`src/rtl/ssefs_pkg.sv`:
```
`default_nettype none
// ----------------------------------------------------------------------------
// ssefs_pkg
// Shared types and constants for the SSE frame splitter.
// ----------------------------------------------------------------------------
package ssefs_pkg;

    localparam int MAX_W                   = 24;
    localparam int FRAME_COUNT_BITS_DEF    = 25;
    localparam int OP_QUEUE_DEPTH_DEF      = 4;
    localparam logic [MAX_W-1:0] MAX_FRAME_RESET = 24'd1048576;

    localparam logic [7:0] CH_CR = 8'h0D;
    localparam logic [7:0] CH_LF = 8'h0A;

    typedef enum logic [1:0] {
        OP_BYTE,
        OP_FLUSH,
        OP_BOM_ERR
    } op_kind_t;

    typedef enum logic [1:0] {
        ERR_NONE,
        ERR_TOO_LARGE,
        ERR_BOM_REPEAT
    } err_code_t;

    typedef enum logic [1:0] {
        BOM_FIRST,
        BOM_SECOND,
        BOM_PASS
    } bom_phase_t;

    typedef enum logic {
        FS_IDLE,
        FS_RELEASE
    } front_state_t;

    // one queued operation for the back end; eoi marks the last op of a word
    typedef struct packed {
        op_kind_t   kind;
        logic [7:0] data;
        logic       eoi;
    } op_t;

    typedef struct packed {
        logic [7:0] out_byte;
        logic       byte_valid;
        logic       line_end;
        logic       frame_end;
        logic       stream_end;
        logic       incomplete;
        err_code_t  error_code;
    } res_t;

    function automatic logic [7:0] bom_byte(input logic [1:0] idx);
        logic [7:0] b;
        case (idx)
            2'd0:    b = 8'hEF;
            2'd1:    b = 8'hBB;
            default: b = 8'hBF;
        endcase
        return b;
    endfunction

endpackage
`default_nettype wire

```
`src/rtl/sse_frame_splitter_unit.sv`:
```
`default_nettype none
// Path: an accepted word is pushed into the op queue; the line engine takes
// its ops into the hold stage, which passes each result word on to the output
// register. Throughput: one word per cycle while the op queue has room and
// m_ready does not stall; replaying a held partial BOM stalls the input while
// held bytes are queued, and a lone CR or CRLF holds an op for its second word.
// Reset: synchronous, active low; clears all stream state, frame limit = 1048576.
// ----------------------------------------------------------------------------
// sse_frame_splitter_unit
// Tags a Server-Sent Events byte stream with line, frame and stream markers.
// ----------------------------------------------------------------------------
module sse_frame_splitter_unit
    import ssefs_pkg::*;
#(
    parameter int FRAME_COUNT_BITS = FRAME_COUNT_BITS_DEF,
    parameter int OP_QUEUE_DEPTH   = OP_QUEUE_DEPTH_DEF
) (
    input  wire logic             aclk,
    input  wire logic             aresetn,
    input  wire logic             cfg_wr_en,
    input  wire logic [MAX_W-1:0] cfg_wr_data,
    input  wire logic             s_valid,
    output logic                  s_ready,
    input  wire logic             s_cmd,
    input  wire logic [7:0]       s_data_byte,
    output logic                  m_valid,
    input  wire logic             m_ready,
    output logic [7:0]            m_out_byte,
    output logic                  m_byte_valid,
    output logic                  m_line_end,
    output logic                  m_frame_end,
    output logic                  m_stream_end,
    output logic                  m_incomplete,
    output logic [1:0]            m_error_code,
    output logic                  m_last
);

    logic [MAX_W-1:0] max_frame_reg;
    logic             q_full;
    logic             q_push;
    op_t              q_op;
    logic             q_pop;
    op_t              head_op;
    logic             head_valid;
    res_t             m_res;

    always_ff @(posedge aclk) begin
        if (!aresetn) begin
            max_frame_reg <= MAX_FRAME_RESET;
        end else if (cfg_wr_en) begin
            max_frame_reg <= cfg_wr_data;
        end
    end

    ssefs_front u_front (
        .aclk        (aclk),
        .aresetn     (aresetn),
        .s_valid     (s_valid),
        .s_ready     (s_ready),
        .s_cmd       (s_cmd),
        .s_data_byte (s_data_byte),
        .q_full      (q_full),
        .q_push      (q_push),
        .q_op        (q_op)
    );

    ssefs_op_fifo #(
        .DEPTH (OP_QUEUE_DEPTH)
    ) u_queue (
        .aclk       (aclk),
        .aresetn    (aresetn),
        .push       (q_push),
        .push_op    (q_op),
        .full       (q_full),
        .pop        (q_pop),
        .head_op    (head_op),
        .head_valid (head_valid)
    );

    ssefs_back #(
        .FRAME_COUNT_BITS (FRAME_COUNT_BITS)
    ) u_back (
        .aclk            (aclk),
        .aresetn         (aresetn),
        .frame_limit     (max_frame_reg),
        .op_valid        (head_valid),
        .op              (head_op),
        .op_pop          (q_pop),
        .m_ready         (m_ready),
        .m_valid         (m_valid),
        .m_res           (m_res),
        .m_last          (m_last)
    );

    assign m_out_byte   = m_res.out_byte;
    assign m_byte_valid = m_res.byte_valid;
    assign m_line_end   = m_res.line_end;
    assign m_frame_end  = m_res.frame_end;
    assign m_stream_end = m_res.stream_end;
    assign m_incomplete = m_res.incomplete;
    assign m_error_code = m_res.error_code;

endmodule
`default_nettype wire

```
`src/rtl/ssefs_op_fifo.sv`:
```
`default_nettype none
// ----------------------------------------------------------------------------
// ssefs_op_fifo
// Small flop-based queue of operations between front and back end.
// ----------------------------------------------------------------------------
module ssefs_op_fifo
    import ssefs_pkg::*;
#(
    parameter int DEPTH = OP_QUEUE_DEPTH_DEF
) (
    input  wire logic aclk,
    input  wire logic aresetn,
    input  wire logic push,
    input  wire op_t  push_op,
    output logic      full,
    input  wire logic pop,
    output op_t       head_op,
    output logic      head_valid
);

    localparam int PTR_W = (DEPTH > 1) ? $clog2(DEPTH) : 1;
    localparam int CNT_W = $clog2(DEPTH + 1);
    localparam logic [PTR_W-1:0] PTR_ONE  = PTR_W'(1);
    localparam logic [PTR_W-1:0] PTR_LAST = PTR_W'(DEPTH - 1);
    localparam logic [CNT_W-1:0] CNT_ONE  = CNT_W'(1);
    localparam logic [CNT_W-1:0] CNT_FULL = CNT_W'(DEPTH);

    op_t              mem [DEPTH];
    logic [PTR_W-1:0] wr_ptr_reg, wr_ptr_next;
    logic [PTR_W-1:0] rd_ptr_reg, rd_ptr_next;
    logic [CNT_W-1:0] count_reg, count_next;

    assign full       = count_reg == CNT_FULL;
    assign head_valid = count_reg != '0;
    assign head_op    = mem[rd_ptr_reg];

    always_comb begin
        wr_ptr_next = wr_ptr_reg;
        rd_ptr_next = rd_ptr_reg;
        count_next  = count_reg;
        if (push) begin
            wr_ptr_next = (wr_ptr_reg == PTR_LAST) ? '0 : wr_ptr_reg + PTR_ONE;
        end
        if (pop) begin
            rd_ptr_next = (rd_ptr_reg == PTR_LAST) ? '0 : rd_ptr_reg + PTR_ONE;
        end
        case ({push, pop})
            2'b10:   count_next = count_reg + CNT_ONE;
            2'b01:   count_next = count_reg - CNT_ONE;
            default: count_next = count_reg;
        endcase
    end

    always_ff @(posedge aclk) begin
        if (!aresetn) begin
            wr_ptr_reg <= '0;
            rd_ptr_reg <= '0;
            count_reg  <= '0;
        end else begin
            wr_ptr_reg <= wr_ptr_next;
            rd_ptr_reg <= rd_ptr_next;
            count_reg  <= count_next;
        end
    end

    always_ff @(posedge aclk) begin
        if (push) begin
            mem[wr_ptr_reg] <= push_op;
        end
    end

endmodule
`default_nettype wire

```
`src/rtl/ssefs_front.sv`:
```
`default_nettype none
// ----------------------------------------------------------------------------
// ssefs_front
// Input side: leading BOM detection and stripping, repeated-BOM error op, turns words into ops.
// ----------------------------------------------------------------------------
module ssefs_front
    import ssefs_pkg::*;
(
    input  wire logic       aclk,
    input  wire logic       aresetn,
    input  wire logic       s_valid,
    output logic            s_ready,
    input  wire logic       s_cmd,
    input  wire logic [7:0] s_data_byte,
    input  wire logic       q_full,
    output logic            q_push,
    output op_t             q_op
);

    front_state_t fs_reg, fs_next;
    bom_phase_t   bom_phase_reg, bom_phase_next;
    logic [1:0]   bom_matched_reg, bom_matched_next;
    logic [1:0]   rel_idx_reg, rel_idx_next;
    logic [1:0]   rel_len_reg, rel_len_next;
    logic         held_cmd_reg;
    logic [7:0]   held_byte_reg;

    logic accept;
    logic in_bom;
    logic bom_hit;
    logic need_rel;
    logic rel_more;

    assign s_ready  = (fs_reg == FS_IDLE) && !q_full;
    assign accept   = s_valid && s_ready;
    assign in_bom   = bom_phase_reg != BOM_PASS;
    assign bom_hit  = s_data_byte == bom_byte(bom_matched_reg);
    // held prefix must be replayed as stream bytes
    assign need_rel = in_bom && (bom_matched_reg != 2'd0) && (s_cmd || !bom_hit);
    assign rel_more = rel_idx_reg < rel_len_reg;

    // next state
    always_comb begin
        fs_next          = fs_reg;
        bom_phase_next   = bom_phase_reg;
        bom_matched_next = bom_matched_reg;
        rel_idx_next     = rel_idx_reg;
        rel_len_next     = rel_len_reg;
        case (fs_reg)
            FS_IDLE: begin
                if (accept) begin
                    if (need_rel) begin
                        fs_next      = FS_RELEASE;
                        rel_idx_next = 2'd1;
                        rel_len_next = bom_matched_reg;
                    end
                    if (s_cmd) begin
                        bom_phase_next   = BOM_FIRST;
                        bom_matched_next = 2'd0;
                    end else if (in_bom) begin
                        if (bom_hit) begin
                            if (bom_matched_reg == 2'd2) begin
                                bom_matched_next = 2'd0;
                                bom_phase_next   = (bom_phase_reg == BOM_FIRST) ?
                                                   BOM_SECOND : BOM_PASS;
                            end else begin
                                bom_matched_next = bom_matched_reg + 2'd1;
                            end
                        end else begin
                            bom_matched_next = 2'd0;
                            bom_phase_next   = BOM_PASS;
                        end
                    end
                end
            end
            FS_RELEASE: begin
                if (!q_full) begin
                    if (rel_more) begin
                        rel_idx_next = rel_idx_reg + 2'd1;
                    end else begin
                        fs_next = FS_IDLE;
                    end
                end
            end
            default: fs_next = FS_IDLE;
        endcase
    end

    // outputs
    always_comb begin
        q_push      = 1'b0;
        q_op.kind   = OP_BYTE;
        q_op.data   = s_data_byte;
        q_op.eoi    = 1'b1;
        case (fs_reg)
            FS_IDLE: begin
                if (accept) begin
                    if (need_rel) begin
                        q_push    = 1'b1;
                        q_op.data = bom_byte(2'd0);
                        q_op.eoi  = 1'b0;
                    end else if (s_cmd) begin
                        q_push    = 1'b1;
                        q_op.kind = OP_FLUSH;
                        q_op.data = 8'h00;
                    end else if (!in_bom || !bom_hit) begin
                        q_push    = 1'b1;
                    end else if (bom_matched_reg == 2'd2 && bom_phase_reg == BOM_SECOND) begin
                        q_push    = 1'b1;
                        q_op.kind = OP_BOM_ERR;
                        q_op.data = 8'h00;
                    end
                end
            end
            FS_RELEASE: begin
                if (!q_full) begin
                    q_push = 1'b1;
                    if (rel_more) begin
                        q_op.data = bom_byte(rel_idx_reg);
                        q_op.eoi  = 1'b0;
                    end else begin
                        q_op.kind = held_cmd_reg ? OP_FLUSH : OP_BYTE;
                        q_op.data = held_cmd_reg ? 8'h00 : held_byte_reg;
                    end
                end
            end
            default: q_push = 1'b0;
        endcase
    end

    always_ff @(posedge aclk) begin
        if (!aresetn) begin
            fs_reg          <= FS_IDLE;
            bom_phase_reg   <= BOM_FIRST;
            bom_matched_reg <= 2'd0;
            rel_idx_reg     <= 2'd0;
            rel_len_reg     <= 2'd0;
        end else begin
            fs_reg          <= fs_next;
            bom_phase_reg   <= bom_phase_next;
            bom_matched_reg <= bom_matched_next;
            rel_idx_reg     <= rel_idx_next;
            rel_len_reg     <= rel_len_next;
        end
    end

    always_ff @(posedge aclk) begin
        if (accept && need_rel) begin
            held_cmd_reg  <= s_cmd;
            held_byte_reg <= s_data_byte;
        end
    end

`ifndef NO_ASSERTIONS
    a_push_room: assert property (@(posedge aclk) disable iff (!aresetn)
        q_push |-> !q_full)
        else $error("op pushed into full queue");

    a_release_range: assert property (@(posedge aclk) disable iff (!aresetn)
        (fs_reg == FS_RELEASE) |-> (rel_len_reg != 2'd0) && (rel_idx_reg <= rel_len_reg))
        else $error("BOM release index out of range");

    a_prefix_phase: assert property (@(posedge aclk) disable iff (!aresetn)
        (bom_matched_reg != 2'd0) |-> (bom_phase_reg != BOM_PASS))
        else $error("BOM prefix held in pass-through phase");
`endif

endmodule
`default_nettype wire

```
`src/rtl/ssefs_back.sv`:
```
`default_nettype none
// ----------------------------------------------------------------------------
// ssefs_back
// Line/frame engine: CR/LF handling, frame length check, error latch,
// last-word resolution and output register.
// ----------------------------------------------------------------------------
module ssefs_back
    import ssefs_pkg::*;
#(
    parameter int FRAME_COUNT_BITS = FRAME_COUNT_BITS_DEF
) (
    input  wire logic             aclk,
    input  wire logic             aresetn,
    input  wire logic [MAX_W-1:0] frame_limit,
    input  wire logic             op_valid,
    input  wire op_t              op,
    output logic                  op_pop,
    input  wire logic             m_ready,
    output logic                  m_valid,
    output res_t                  m_res,
    output logic                  m_last
);

    localparam int CMP_W = (FRAME_COUNT_BITS > MAX_W) ? FRAME_COUNT_BITS : MAX_W;
    localparam logic [FRAME_COUNT_BITS-1:0] FC_ONE = FRAME_COUNT_BITS'(1);
    localparam logic [FRAME_COUNT_BITS-1:0] FC_MAX = '1;

    logic                        cr_reg, cr_next;
    logic                        le_reg, le_next;
    logic [FRAME_COUNT_BITS-1:0] fc_reg, fc_next;
    logic                        failed_reg, failed_next;
    logic                        skip_reg, skip_next;

    // hold stage: result whose last flag is not yet known
    logic h_valid_reg, h_valid_next;
    logic h_closed_reg, h_closed_next;
    res_t h_res_reg, h_res_next;

    logic m_valid_reg, m_valid_next;
    res_t m_res_reg;
    logic m_last_reg;

    logic                        out_free;
    logic                        go;
    logic [FRAME_COUNT_BITS-1:0] cnt_inc;
    logic                        over;
    logic                        cand;
    res_t                        cand_res;
    logic                        close;
    logic                        emit_h;

    assign out_free = !m_valid_reg || m_ready;
    assign go       = op_valid && out_free;
    assign cnt_inc  = (fc_reg == FC_MAX) ? fc_reg : fc_reg + FC_ONE;
    assign over     = CMP_W'(cnt_inc) > CMP_W'(frame_limit);

    always_comb begin
        cr_next     = cr_reg;
        le_next     = le_reg;
        fc_next     = fc_reg;
        failed_next = failed_reg;
        skip_next   = skip_reg;
        op_pop      = 1'b0;
        cand        = 1'b0;
        cand_res    = '0;
        if (go) begin
            case (op.kind)
                OP_BYTE: begin
                    if (failed_reg) begin
                        op_pop = 1'b1;
                    end else if (cr_reg && op.data != CH_LF) begin
                        // lone CR ends the line, op stays at the queue head to be replayed
                        cand                = 1'b1;
                        cand_res.out_byte   = CH_CR;
                        cand_res.byte_valid = 1'b1;
                        cand_res.line_end   = 1'b1;
                        cand_res.frame_end  = le_reg;
                        if (le_reg) fc_next = '0;
                        le_next             = 1'b1;
                        cr_next             = 1'b0;
                    end else if (skip_reg) begin
                        // LF half of CRLF, already counted
                        cand                = 1'b1;
                        cand_res.out_byte   = CH_LF;
                        cand_res.byte_valid = 1'b1;
                        cand_res.line_end   = 1'b1;
                        cand_res.frame_end  = le_reg;
                        if (le_reg) fc_next = '0;
                        le_next             = 1'b1;
                        skip_next           = 1'b0;
                        op_pop              = 1'b1;
                    end else if (over) begin
                        cand                = 1'b1;
                        cand_res.error_code = ERR_TOO_LARGE;
                        failed_next         = 1'b1;
                        cr_next             = 1'b0;
                        fc_next             = cnt_inc;
                        op_pop              = 1'b1;
                    end else begin
                        fc_next = cnt_inc;
                        if (cr_reg) begin
                            cand                = 1'b1;
                            cand_res.out_byte   = CH_CR;
                            cand_res.byte_valid = 1'b1;
                            cr_next             = 1'b0;
                            skip_next           = 1'b1;
                        end else if (op.data == CH_CR) begin
                            cr_next = 1'b1;
                            op_pop  = 1'b1;
                        end else if (op.data == CH_LF) begin
                            cand                = 1'b1;
                            cand_res.out_byte   = CH_LF;
                            cand_res.byte_valid = 1'b1;
                            cand_res.line_end   = 1'b1;
                            cand_res.frame_end  = le_reg;
                            if (le_reg) fc_next = '0;
                            le_next             = 1'b1;
                            op_pop              = 1'b1;
                        end else begin
                            cand                = 1'b1;
                            cand_res.out_byte   = op.data;
                            cand_res.byte_valid = 1'b1;
                            le_next             = 1'b0;
                            op_pop              = 1'b1;
                        end
                    end
                end
                OP_FLUSH: begin
                    if (!failed_reg && cr_reg) begin
                        cand                = 1'b1;
                        cand_res.out_byte   = CH_CR;
                        cand_res.byte_valid = 1'b1;
                        cand_res.line_end   = 1'b1;
                        cand_res.frame_end  = le_reg;
                        if (le_reg) fc_next = '0;
                        le_next             = 1'b1;
                        cr_next             = 1'b0;
                    end else begin
                        cand                = 1'b1;
                        cand_res.stream_end = 1'b1;
                        cand_res.incomplete = !failed_reg && (fc_reg != '0);
                        cr_next             = 1'b0;
                        le_next             = 1'b1;
                        fc_next             = '0;
                        failed_next         = 1'b0;
                        skip_next           = 1'b0;
                        op_pop              = 1'b1;
                    end
                end
                OP_BOM_ERR: begin
                    if (!failed_reg) begin
                        cand                = 1'b1;
                        cand_res.error_code = ERR_BOM_REPEAT;
                        failed_next         = 1'b1;
                    end
                    op_pop = 1'b1;
                end
                default: op_pop = 1'b1;
            endcase
        end
    end

    assign close  = op_pop && op.eoi;
    assign emit_h = out_free && h_valid_reg && (h_closed_reg || cand);

    always_comb begin
        h_valid_next  = h_valid_reg;
        h_closed_next = h_closed_reg;
        h_res_next    = h_res_reg;
        if (cand) begin
            h_valid_next  = 1'b1;
            h_closed_next = close;
            h_res_next    = cand_res;
        end else if (emit_h) begin
            h_valid_next  = 1'b0;
            h_closed_next = 1'b0;
        end else if (close && h_valid_reg) begin
            h_closed_next = 1'b1;
        end

        if (emit_h) begin
            m_valid_next = 1'b1;
        end else if (m_ready) begin
            m_valid_next = 1'b0;
        end else begin
            m_valid_next = m_valid_reg;
        end
    end

    always_ff @(posedge aclk) begin
        if (!aresetn) begin
            cr_reg       <= 1'b0;
            le_reg       <= 1'b1;
            fc_reg       <= '0;
            failed_reg   <= 1'b0;
            skip_reg     <= 1'b0;
            h_valid_reg  <= 1'b0;
            h_closed_reg <= 1'b0;
            m_valid_reg  <= 1'b0;
        end else begin
            cr_reg       <= cr_next;
            le_reg       <= le_next;
            fc_reg       <= fc_next;
            failed_reg   <= failed_next;
            skip_reg     <= skip_next;
            h_valid_reg  <= h_valid_next;
            h_closed_reg <= h_closed_next;
            m_valid_reg  <= m_valid_next;
        end
    end

    always_ff @(posedge aclk) begin
        h_res_reg <= h_res_next;
        if (emit_h) begin
            m_res_reg  <= h_res_reg;
            m_last_reg <= h_closed_reg;
        end
    end

    assign m_valid = m_valid_reg;
    assign m_res   = m_res_reg;
    assign m_last  = m_last_reg;

`ifndef NO_ASSERTIONS
    a_closed_valid: assert property (@(posedge aclk) disable iff (!aresetn)
        h_closed_reg |-> h_valid_reg)
        else $error("closed hold entry without valid");

    a_skip_lf: assert property (@(posedge aclk) disable iff (!aresetn)
        skip_reg |-> op_valid && (op.kind == OP_BYTE) && (op.data == CH_LF) && !cr_reg)
        else $error("CRLF second half without LF at queue head");

    a_end_last: assert property (@(posedge aclk) disable iff (!aresetn)
        (m_valid_reg && m_res_reg.stream_end) |-> m_last_reg)
        else $error("stream end word not marked last");

    a_err_nobyte: assert property (@(posedge aclk) disable iff (!aresetn)
        (m_valid_reg && (m_res_reg.error_code != ERR_NONE)) |-> !m_res_reg.byte_valid)
        else $error("error word carries a byte");
`endif

endmodule
`default_nettype wire
```
`config.mk`:
```
export PLATFORM = sky130hd
export DESIGN_NAME = sse_frame_splitter_unit
export DESIGN_NICKNAME = d
export VERILOG_FILES = /design/src/rtl/ssefs_pkg.sv /design/src/rtl/sse_frame_splitter_unit.sv /design/src/rtl/ssefs_op_fifo.sv /design/src/rtl/ssefs_front.sv /design/src/rtl/ssefs_back.sv
export SDC_FILE = /design/constraint.sdc
export NUM_CORES = 1
export LEC_CHECK = 0
export BUFFER_PORTS_ARGS = -buffer_cell sky130_fd_sc_hd__buf_4
export CORE_ASPECT_RATIO = 0.75
export CORE_MARGIN = 3
export CORE_UTILIZATION = 55
export DETAILED_ROUTE_END_ITERATION = 16
export GPL_ROUTABILITY_DRIVEN = 0
export PLACE_DENSITY = 0.76
export SLEW_MARGIN = 10
export SYNTH_ARGS = -nofsm -noshare
export SYNTH_HDL_FRONTEND = slang
export SYNTH_SLANG_ARGS = --single-unit
```
`constraint.sdc`:
```
create_clock -name aclk -period 4.9 [get_ports aclk]
set_clock_uncertainty 0.1 [all_clocks]
set_input_delay 0.245 -clock aclk [delete_from_list [all_inputs] [get_ports aclk]]
set_output_delay 0.245 -clock aclk [all_outputs]
set_load 0.01 [all_outputs]
```
# Word-level counts from Yosys, hierarchy flattened
# Memory sizes are Yosys's and may differ from the RTL's. A register that Yosys moved wholly into a read port is not among the register bits.
# Index checks and enable logic that the tools add are counted.
classes:
  addsub: 7
  order_cmp: 2
  n_eq_ne: 29
  mux: 130
  bitwise_logic: 3
  reduce_logical: 48
ops:
  columns: ["op", "n"]
  rows:
  - ["25-bit two-way mux", 11]
  - ["11-bit two-way mux", 7]
  - ["1-bit two-way mux", 61]
  - ["2-bit two-way mux", 26]
  - ["25-bit case mux with 2 select lines", 1]
  - ["11-bit case mux with 2 select lines", 2]
  - ["10-bit two-way mux", 3]
  - ["7-bit case mux with 2 select lines", 2]
  - ["25-bit by 1-bit adder with 25-bit output, second input constant", 1]
  - ["25-bit equality test, second input constant", 1]
  - ["25-bit by 24-bit greater-than comparator with 1-bit output", 1]
  - ["25-bit nonzero test", 1]
  - ["8-bit two-way mux", 3]
  - ["9-bit two-way mux", 2]
  - ["8-bit by 4-bit equality test with 1-bit output, second input constant", 2]
  - ["1-bit logical AND", 14]
  - ["2-bit != test, second input constant", 6]
  - ["1-bit case mux with 2 select lines", 6]
  - ["3-bit AND reduction", 4]
  - ["4-bit AND reduction", 3]
  - ["2-bit nonzero test", 6]
  - ["2-bit by 1-bit equality test with 1-bit output, second input constant", 5]
  - ["2-bit equality test, second input constant", 5]
  - ["3-bit nonzero test", 3]
  - ["24 further kinds", 43]
word_totals:
  register_bits: 112
  ramBits: 44
  input_bits: 38
  output_inout_bits: 18
  word_cells: 254
  n_memories: 1
mem_list:
  columns: ["name", "depth", "word_bits", "read_ports", "rd_clocked_by_memory_dff", "wr", "line_no", "source"]
  rows:
  - ["u_queue.mem", 4, 11, 1, 1, 1, "ssefs_op_fifo.sv:28", "op_t mem [DEPTH];"]

# Longest topological paths before layout
# Gate-level depths: netlist of the first run.
depth:
  depth_word: 14
  ltp_mapped: 21
  mapped_depth_nobuf: 20

# Modules after synthesis
# A second synthesis of the first run with hierarchy kept.
hier_totals:
  hier_cells: 775
  area_unflattened_um2: 8394.3
modules_own_cells:
  columns: ["mod", "instances", "cells_each", "area_each_um2", "seq_area_each_um2"]
  rows:
  - ["ssefs_back", 1, 474, 4270.3, 1571.5]
  - ["ssefs_op_fifo", 1, 100, 2045.7, 1501.4]
  - ["ssefs_front", 1, 124, 1151.1, 450.4]
  - ["sse_frame_splitter_unit", 1, 77, 927.1, 480.5]

# Worst setup path before layout of the first run
# Ideal clock, no wire load.
synth_timing:
  kind: "reg-to-reg"
  start: "register u_back.fc_reg[0]"
  end: "register u_back.m_last_reg, in the netlist u_back.m_last, enable pin"
  setup_time_ps: 365
  arrival_ps: 4578
  t_required_ps: 4435
  slack_ps: -143
  stages_incl_launch_ff: 17
  path_buffers: 1
  period_less_slack_ps: 5043
  cell_sequence: "dfxtp_1 ha_1 and4_1 and4_1 clkbuf_1 a21boi_1 nand3_1 nor2_1 xor2_1 ha_1 and3_1 and3_1 and3_1 o21ai_0 a21oi_1 a21oi_1 o211a_1"
synth_via:
  elab_chain_cells: 11
  elab_cells_between_ends: 12
  classes_between: "add/sub (1); order compare (1); eq/ne (1); mux (7); reduce/logical (2)"
synth_rtl:
  columns: ["item", "line_no", "source"]
  rows:
  - ["start, declared", "ssefs_back.sv:30", "logic [FRAME_COUNT_BITS-1:0] fc_reg, fc_next;"]
  - ["start signal, assigned", "ssefs_back.sv:203", "fc_reg <= fc_next;"]
  - ["25-bit by 1-bit adder with 25-bit output / 25-bit equality test (equally long branches)", "ssefs_back.sv:54", "assign cnt_inc = (fc_reg == FC_MAX) ? fc_reg : fc_reg + FC_ONE;"]
  - ["25-bit two-way mux (*)", "ssefs_back.sv:54", null]
  - ["25-bit by 24-bit greater-than comparator with 1-bit output (*)", "ssefs_back.sv:55", "assign over = CMP_W'(cnt_inc) > CMP_W'(frame_limit);"]
  - ["1-bit two-way mux (*)", "ssefs_back.sv:92", "end else if (over) begin"]
  - ["1-bit two-way mux (*)", "ssefs_back.sv:81", "end else if (skip_reg) begin"]
  - ["1-bit two-way mux (*)", "ssefs_back.sv:71", "end else if (cr_reg && op.data != CH_LF) begin"]
  - ["1-bit two-way mux (*)", "ssefs_back.sv:69", "if (failed_reg) begin"]
  - ["1-bit case mux with 3 select lines (*)", "ssefs_back.sv:67", "case (op.kind)"]
  - ["1-bit two-way mux (*)", "ssefs_back.sv:66", "if (go) begin"]
  - ["net u_back.cand", "ssefs_back.sv:47", "logic cand;"]
  - ["1-bit logical OR (*)", "ssefs_back.sv:164", "assign emit_h = out_free && h_valid_reg && (h_closed_reg || cand);"]
  - ["1-bit logical AND (*)", "ssefs_back.sv:164", null]
  - ["net u_back.emit_h", "ssefs_back.sv:50", "logic emit_h;"]
  - ["end signal, assigned", "ssefs_back.sv:216", "m_last_reg <= h_closed_reg;"]
  - ["end, declared", "ssefs_back.sv:41", "logic m_last_reg;"]
# Mark *: on every way through the listed nets, which the timed path passes. The rest lies on a longest branch.
# A chain may end at the register's enable or synchronous reset.

# Worst setup path after layout of the first run
layout_timing:
  start: "register u_back.fc_reg[0]"
  end: "register u_queue.count_reg[2]"
layout_via:
  elab_chain_cells: 11
  elab_cells_between_ends: 14
  classes_between: "add/sub (1); order compare (1); eq/ne (3); mux (8); reduce/logical (1)"
layout_rtl:
  columns: ["item", "line_no", "source"]
  rows:
  - ["25-bit by 1-bit adder with 25-bit output / 25-bit equality test (equally long branches)", "ssefs_back.sv:54", null]
  - ["25-bit two-way mux (*)", "ssefs_back.sv:54", null]
  - ["25-bit by 24-bit greater-than comparator with 1-bit output (*)", "ssefs_back.sv:55", null]
  - ["1-bit two-way mux (*)", "ssefs_back.sv:92", null]
  - ["1-bit two-way mux (*)", "ssefs_back.sv:81", null]
  - ["1-bit two-way mux (*)", "ssefs_back.sv:71", null]
  - ["1-bit two-way mux (*)", "ssefs_back.sv:69", null]
  - ["1-bit case mux with 2 select lines (*)", "ssefs_back.sv:67", null]
  - ["1-bit two-way mux (*)", "ssefs_back.sv:66", null]
  - ["2-bit by 1-bit equality test with 1-bit output / 2-bit equality test (equally long branches)", "ssefs_op_fifo.sv:47", "case ({push, pop})"]
  - ["3-bit case mux with 2 select lines / 2-bit nonzero test (equally long branches)", null, null]
  - ["end signal, assigned", "ssefs_op_fifo.sv:62", "count_reg <= count_next;"]
  - ["end, declared", "ssefs_op_fifo.sv:31", "logic [CNT_W-1:0] count_reg, count_next;"]
# Mark *: on every way between the ends. The rest lies on a longest branch, timed or not.

==> results of run 1 <==
## kinds of logic after synthesis
family,Yosys count,synth area share (%)
simple gates,260,17.48
compound gates,175,15.12
flops,158,47.44
buf+inv,95,4.551
mux,42,6.656
fa+ha+maj,41,6.167
xor+xnor,25,2.594
## power by group
| group | leakage (nW) | internal, mW | switching, mW |
|---|---|---|---|
| Clock | 0.273 | 0.759 | 0.516 |
| Sequential | 1.37 | 1.64 | 0.0911 |
| Combinational | 2.34 | 0.525 | 0.768 |
| Total | 3.99 | 2.92 | 1.38 |
## per-stage QoR
step                std cells  area, um2  TNS [ns]  power, mW  hold slack [ns]
floorplan                 796       8448         0      2.625           0.2439
global placement         1035       9133         0      2.913           0.3018
detailed placement       1035       9133   -0.2019      2.973           0.3045
CTS                      1100      10070         0      4.271          0.01473
global route             1108      10200         0      4.517          0.03579
finish                   1108      10200         0      4.297         0.004819
## what timing repair did
| item | 4_1_cts | 5_1_grt |
|---|---|---|
| setup endpoints to repair | 2 | 18 |
| hold buffers | 32 | 0 |
| pin swaps | 6 | 10 |
| endpoints found under the hold margin | 32 | 0 |
| resized for setup | 10 | 18 |
| buffers inserted | 2 | 8 |
## synth_stat cells, types with 3 or more instances
| master | n | share of area [%] |
|---|---|---|
| a211oi_1 | 3 | 0.27 |
| a21boi_0 | 6 | 0.53 |
| a21o_1 | 10 | 0.89 |
| a21oi_1 | 31 | 1.8 |
| a221o_1 | 6 | 0.71 |
| a22o_1 | 5 | 0.52 |
| a2bb2oi_1 | 7 | 0.73 |
| a2bb2oi_2 | 6 | 1.1 |
| a31oi_1 | 8 | 0.59 |
| and2_1 | 16 | 1.2 |
| and3_1 | 16 | 1.2 |
| and4_1 | 13 | 1.3 |
| buf_2 | 4 | 0.24 |
| buf_6 | 3 | 0.40 |
| clkbuf_1 | 37 | 1.6 |
| dfxtp_1 | 74 | 18 |
| edfxtp_1 | 84 | 30 |
| ha_1 | 40 | 5.9 |
| inv_1 | 50 | 2.2 |
| mux2i_1 | 28 | 3.3 |
| mux4_2 | 11 | 2.9 |
| nand2_1 | 51 | 2.3 |
| nand2b_1 | 7 | 0.52 |
| nand3_1 | 25 | 1.5 |
| nand4_1 | 25 | 1.9 |
| nand4b_1 | 3 | 0.31 |
| nor2_1 | 25 | 1.1 |
| nor2b_1 | 32 | 2.4 |
| nor3_1 | 17 | 1.0 |
| nor3b_1 | 3 | 0.27 |
| nor4_1 | 6 | 0.44 |
| nor4b_1 | 3 | 0.31 |
| o2111ai_1 | 3 | 0.31 |
| o211ai_1 | 10 | 0.89 |
| o21a_1 | 6 | 0.53 |
| o21ai_0 | 22 | 1.3 |
| o21ai_1 | 8 | 0.47 |
| o31ai_1 | 15 | 1.3 |
| or3_1 | 3 | 0.22 |
| or4_1 | 3 | 0.27 |
| xnor2_1 | 19 | 2.0 |
| xor2_1 | 6 | 0.62 |
## routing by layer
| metal | vias to the layer above | track usage, % | wire length (um) |
|---|---|---|---|
| li1 | 3185 | - | - |
| met1 | 3233 | 36.40 | 9129 |
| met2 | 385 | 37.21 | 8921 |
| met3 | 60 | 8.127 | 2197 |
| met4 | 0 | 5.732 | 464 |
| met5 | - | 0 | 0 |
## tightest hold or removal path: stages
cell     delay [ns]
buf_4          0.08
mux2i_1        0.05
nor2b_1        0.11
## area by class of cell
| cell class | count | area [um2] | area share, % |
|---|---|---|---|
| well taps | 200 | 250.2 | 2.453 |
| multi-input cells | 543 | 4163 | 40.80 |
| clock inverters | 10 | 116.4 | 1.141 |
| repair buffers | 126 | 1030 | 10.09 |
| inverters | 50 | 187.7 | 1.840 |
| flip-flops and latches | 158 | 4005 | 39.26 |
| clock buffers | 21 | 450.4 | 4.415 |
## worst min-delay path by stage
stage / from / endpoint / slack, ns / cells past startpoint
2_1_floorplan: s_data_byte[0] / u_front.held_byte_reg[0] / 0.24 / 0
3_3_place_gp: u_back.h_res_reg[1] / u_back.m_res[1] / 0.30 / 0
5_1_grt: cfg_wr_data[23] / max_frame_reg[23] / 0.04 / 3
6_report: cfg_wr_data[23] / max_frame_reg[23] / 0.005 / 3
4_1_cts: cfg_wr_data[23] / max_frame_reg[23] / 0.01 / 3
3_5_place_dp: u_back.h_res_reg[5] / u_back.m_res[5] / 0.30 / 0
==> run_results.csv, run 1 <==
group,metric,value,unit
final_layout,drive_above_1_share,18.83,%
clock_tree,cts_buffers,17,
critical_path,r2r_cells,21,
clock_tree,clockBufferDepth,2,
critical_path,worstSetupPathType,"reg2reg",
power,power.leakage,3.989,nW
final_layout,fin_util,69.22,%
critical_path,path_buf_inv,3,
floorplan,die_width,149.0,um
global_routing,grt_pass1_wl,33720,um
route,viasPerCell,6.194,
final_layout,syn_to_final_growth,20.87,%
synthesis,mappedNetlistArea,0.008441,mm2
timing,max_freq,0.2129,GHz
floorplan,dieArea,0.01688,mm2
timing,worst_slack,0.2024,ns
synthesis,syn_nets,875,
synthesis,synth_ff_type,"edfxtp_1",
route,wl,20710,um
job,drv_cap,0,
timing,setup_viol,0,
placement,dp_hpwl,14300,um
synthesis,synth-edff-count,84,
route,detailedRoute.firstPassIterationCount,5,
final_layout,layout_commonest_cell,"buf_4",
outcome,status,"finished clean",
global_routing,grt_overflow,0,
critical_path,cp_num_cells,21,
final_layout,layout_common_cells,"buf_4 (93), edfxtp_1 (84), dfxtp_1 (73)",
clock_tree,root_buffer,"clkbuf_16",
timing,rsz0062_at_grt,"no",
critical_path,rrSetupSlack,0.20,ns
clock_tree,cts.sinks,158,
critical_path,cp-start-kind,"register",
critical_path,crit_family,"simple AND/OR/NAND/NOR gates",
placement,io_buffer_count,55,
placement,pre_cts_slack,-0.2019,ns
synthesis,ys_types,77,
timing,fin_crit,4.698,ns
global_routing,antenna_found_initial,0,
critical_path,cpMaxStageDelayCell,"fa_1",
power,ir_drop,0.0003373,V
critical_path,r2r-end,"u_queue.count_reg[2]",
clock_tree,clk_pin_slew_worst_paths,0.06,ns
critical_path,r2r-start,"u_back.fc_reg[0]",
synthesis,syn_avg_cell_area,10.60,um2
floorplan,rows,38,
route,avgRoutedWirePerCell,18.69,um
floorplan,pin_count,56,
route,ant_nets,0,
timing,fin_crit_sh,95.87,%
timing,worst_slew_pin_slew,0.7909,ns
timing,max-slew-margin-rel,46.87,%
critical_path,critical-path-max-stage-delay,0.42,ns
timing,drv_slew,0,
route,dr_total_vias,6863,
synthesis,ys_ff_latch,158,
final_layout,diodes,0,
synthesis,ys_seq_area_share,47.44,%
min_path,hold_path_class,"in2reg",
floorplan,start_util,57.27,%
critical_path,endpoint,"u_queue.count_reg[2]",
floorplan,coreArea,0.01474,mm2
final_layout,largest_register_ffs,44,
floorplan,chipHeight,113.3,um
route,drc,0,
clock_tree,tritoncts,"built",
route,drtIter0Drc,943,
global_routing,grt_max_degree,63,
timing,hold_viol,0,
synthesis,yosysWarnings,0,
final_layout,num-nets-final,975,
final_layout,fillers,1078,
critical_path,arrival,4.95,ns
critical_path,cp_max_fo,5,
clock_tree,clk_latency,0.43,ns
critical_path,cp-end-kind,"register",
critical_path,cp.required,5.15,ns
power,power_per_cell_area,421.2,mW/mm2
synthesis,async_reset_ff_share,0,%
critical_path,cpMostUsedCell,"and3_1",
clock_tree,htree_levels,4,
critical_path,crit_start,"u_back.fc_reg[0]",
synthesis,netlist_instances,796,
global_routing,grt_use_total,25.17,%
global_routing,grt_pass1_vias,6524,
critical_path,cp_cell_sequence,"ha_2, and4_1, and4_4, a21boi_4, buf_4, buf_6, nand4_1, xnor2_1, ha_1, and3_1, and3_1, and3_1, o21ai_2, a21oi_1, a31oi_2, ha_2, inv_1, fa_1, xor2_1, or3_1, a21boi_0",
Power figures use the tool's default switching activity.
==> run 2, diff against run 1 <==
==> constraint.sdc (replaced) <==
create_clock -name aclk -period 4.9 [get_ports aclk]
set_clock_uncertainty 0.1 [all_clocks]
set_input_delay 0.49 -clock aclk [delete_from_list [all_inputs] [get_ports aclk]]
set_output_delay 0.49 -clock aclk [all_outputs]
set_load 0.01 [all_outputs]
==> run_results.csv, run 2 (synthesis gave the netlist of run 1 again) <==
group,metric,value,unit
power,p_sw,1.366,mW
timing,hold_viol,0,
final_layout,drive_above_1_share,19.52,%
final_layout,layout_commonest_cell,"buf_4",
final_layout,diodes,0,
power,ir_drop,0.0003304,V
route,avgRoutedWirePerCell,18.74,um
critical_path,arrival,4.94,ns
clock_tree,cts.sinks,158,
critical_path,crit_start,"u_back.fc_reg[0]",
global_routing,antenna_found_initial,0,
global_routing,grt_use_total,24.62,%
timing,max-slew-margin-rel,50.18,%
global_routing,grt_pass1_vias,6373,
route,drc,0,
global_routing,grt_pass1_wl,33010,um
critical_path,cp.required,5.14,ns
clock_tree,cts_buffers,17,
job,drv_cap,0,
route,ant_nets,0,
route,dr_total_vias,6709,
route,wl,20170,um
route,detailedRoute.firstPassIterationCount,6,
clock_tree,clockBufferDepth,2,
critical_path,critical-path-max-stage-delay,0.42,ns
timing,worst_slack,0.2015,ns
final_layout,syn_to_final_growth,17.08,%
critical_path,r2r_cells,21,
timing,fin_crit_sh,95.89,%
power,netSwitchingFraction,31.98,%
timing,max_freq,0.2128,GHz
critical_path,cpMostUsedCell,"and3_1",
global_routing,grt_max_degree,63,
timing,fin_crit,4.698,ns
floorplan,chipHeight,113.3,um
final_layout,layout_common_cells,"buf_4 (93), edfxtp_1 (84), dfxtp_1 (73)",
timing,worst_slew_pin_slew,0.7416,ns
critical_path,r2r-end,"u_queue.count_reg[2]",
floorplan,die_width,149.0,um
floorplan,coreArea,0.01474,mm2
power,p_int,2.905,mW
clock_tree,tritoncts,"built",
floorplan,start_util,57.27,%
timing,drv_slew,0,
final_layout,largest_register_ffs,44,
placement,pre_cts_slack,-0.2019,ns
power,power_frac_seq,40.5,%
power,power.leakage,3.856,nW
floorplan,pin_count,56,
min_path,hold_path_class,"in2reg",
power,power_per_cell_area,432.3,mW/mm2
power,finalPower,4.272,mW
clock_tree,clk_latency,0.42,ns
final_layout,fillers,1125,
critical_path,r2r-start,"u_back.fc_reg[0]",
timing,hold_slack,0.1781,ns
power,clockPowerShare,29.7,%
timing,tns,0,ns
placement,dp_hpwl,14300,um
critical_path,cp-end-kind,"register",
timing,setup_viol,0,
critical_path,rrSetupSlack,0.20,ns
floorplan,dieArea,0.01688,mm2
clock_tree,htree_levels,4,
critical_path,cpMaxStageDelayCell,"fa_1",
power,comb_power_share,29.8,%
critical_path,worstSetupPathType,"reg2reg",
clock_tree,clk_pin_slew_worst_paths,0.06,ns
global_routing,grt_overflow,0,
clock_tree,cts_hold_buf,0,
final_layout,num-nets-final,943,
route,drtIter0Drc,870,
critical_path,cp_cell_sequence,"ha_2, and4_1, and4_4, a21boi_4, buf_4, nand2_2, buf_4, xnor2_1, ha_1, and3_1, and3_1, and3_1, o21ai_2, a21oi_1, a31oi_2, ha_2, inv_1, fa_1, xor2_1, or3_1, a21boi_0",
route,viasPerCell,6.235,
timing,rsz0062_at_grt,"no",
critical_path,endpoint,"u_queue.count_reg[2]",
outcome,status,"finished clean",
placement,io_buffer_count,55,
critical_path,cp-start-kind,"register",
clock_tree,root_buffer,"clkbuf_16",
critical_path,cp_max_fo,5,
floorplan,rows,38,
==> run 2: cell types whose count changed in the layout (fill, tap and decap cells not counted) <==
cell / previous run / this run
dlygate4sd3_1: 32 / 0
==> run 2: power by group through the flow <==
stage	combinational, mW	sequential [mW]	clock [mW]
floorplan	0.895	1.73	0
global placement	1.17	1.74	0
detailed placement	1.22	1.75	0
CTS	1.24	1.73	1.29
global route	1.40	1.75	1.35
finish	1.27	1.73	1.27
==> run 2: per-layer routing <==
| layer | vias up | part of all wire, % | wire, um | global-route usage (%) |
|---|---|---|---|---|
| li1 | 3127 | - | - | - |
| met1 | 3174 | 46 | 9211 | 36.12 |
| met2 | 350 | 42 | 8568 | 35.82 |
| met3 | 58 | 9.6 | 1939 | 8.006 |
| met4 | 0 | 2.2 | 449 | 5.488 |
| met5 | - | 0 | 0 | 0 |
==> run 2: worst min-delay path by stage <==
stage	start	end	cells after the start
final	s_data_byte[5]	u_front.held_byte_reg[5]	1
after global routing	s_data_byte[1]	u_front.held_byte_reg[1]	1
after CTS	s_data_byte[1]	u_front.held_byte_reg[1]	1
after detailed placement	u_back.h_res_reg[5]	u_back.m_res[5]	0
after global placement	u_back.h_res_reg[1]	u_back.m_res[1]	0
after floorplan	u_back.h_res_reg[0]	u_back.m_res[0]	0
==> run 2: what timing repair did <==
action / in CTS / in global routing
hold endpoints to repair: 0 / 0
setup endpoints to repair: 2 / 18
resized for setup: 10 / 18
pin swaps: 6 / 11
buffers inserted: 2 / 8
==> run 2: final cells by class <==
class | count | area [um2] | area share (%)
clock inverter | 10 | 116.4 | 1.178
timing repair buffer | 94 | 709.4 | 7.179
clock buffer | 21 | 450.4 | 4.558
multi-input combinational | 543 | 4163 | 42.12
tap | 200 | 250.2 | 2.532
sequential | 158 | 4005 | 40.53
inverter | 50 | 187.7 | 1.899
==> run 2: per-stage QoR <==
stage	utilization, %	cells	instance area, um2
after global placement	61.96	1035	9133
after detailed placement	61.96	1035	9133
final	67.05	1076	9882
after CTS	66.16	1068	9752
after floorplan	-	796	8448
after global routing	67.05	1076	9882
==> run 2: critical path, delay by kind of cell (launching register included) <==
| family | cells | cell delay (ns) |
|---|---|---|
| and+or+nand+nor | 7 | 1.39 |
| adders and majority gates | 4 | 1.15 |
| AOI/OAI and AO/OA | 5 | 0.81 |
| xor gates and xnor gates | 2 | 0.40 |
| buffers and inverters | 3 | 0.40 |
| DFF | 1 | 0.35 |
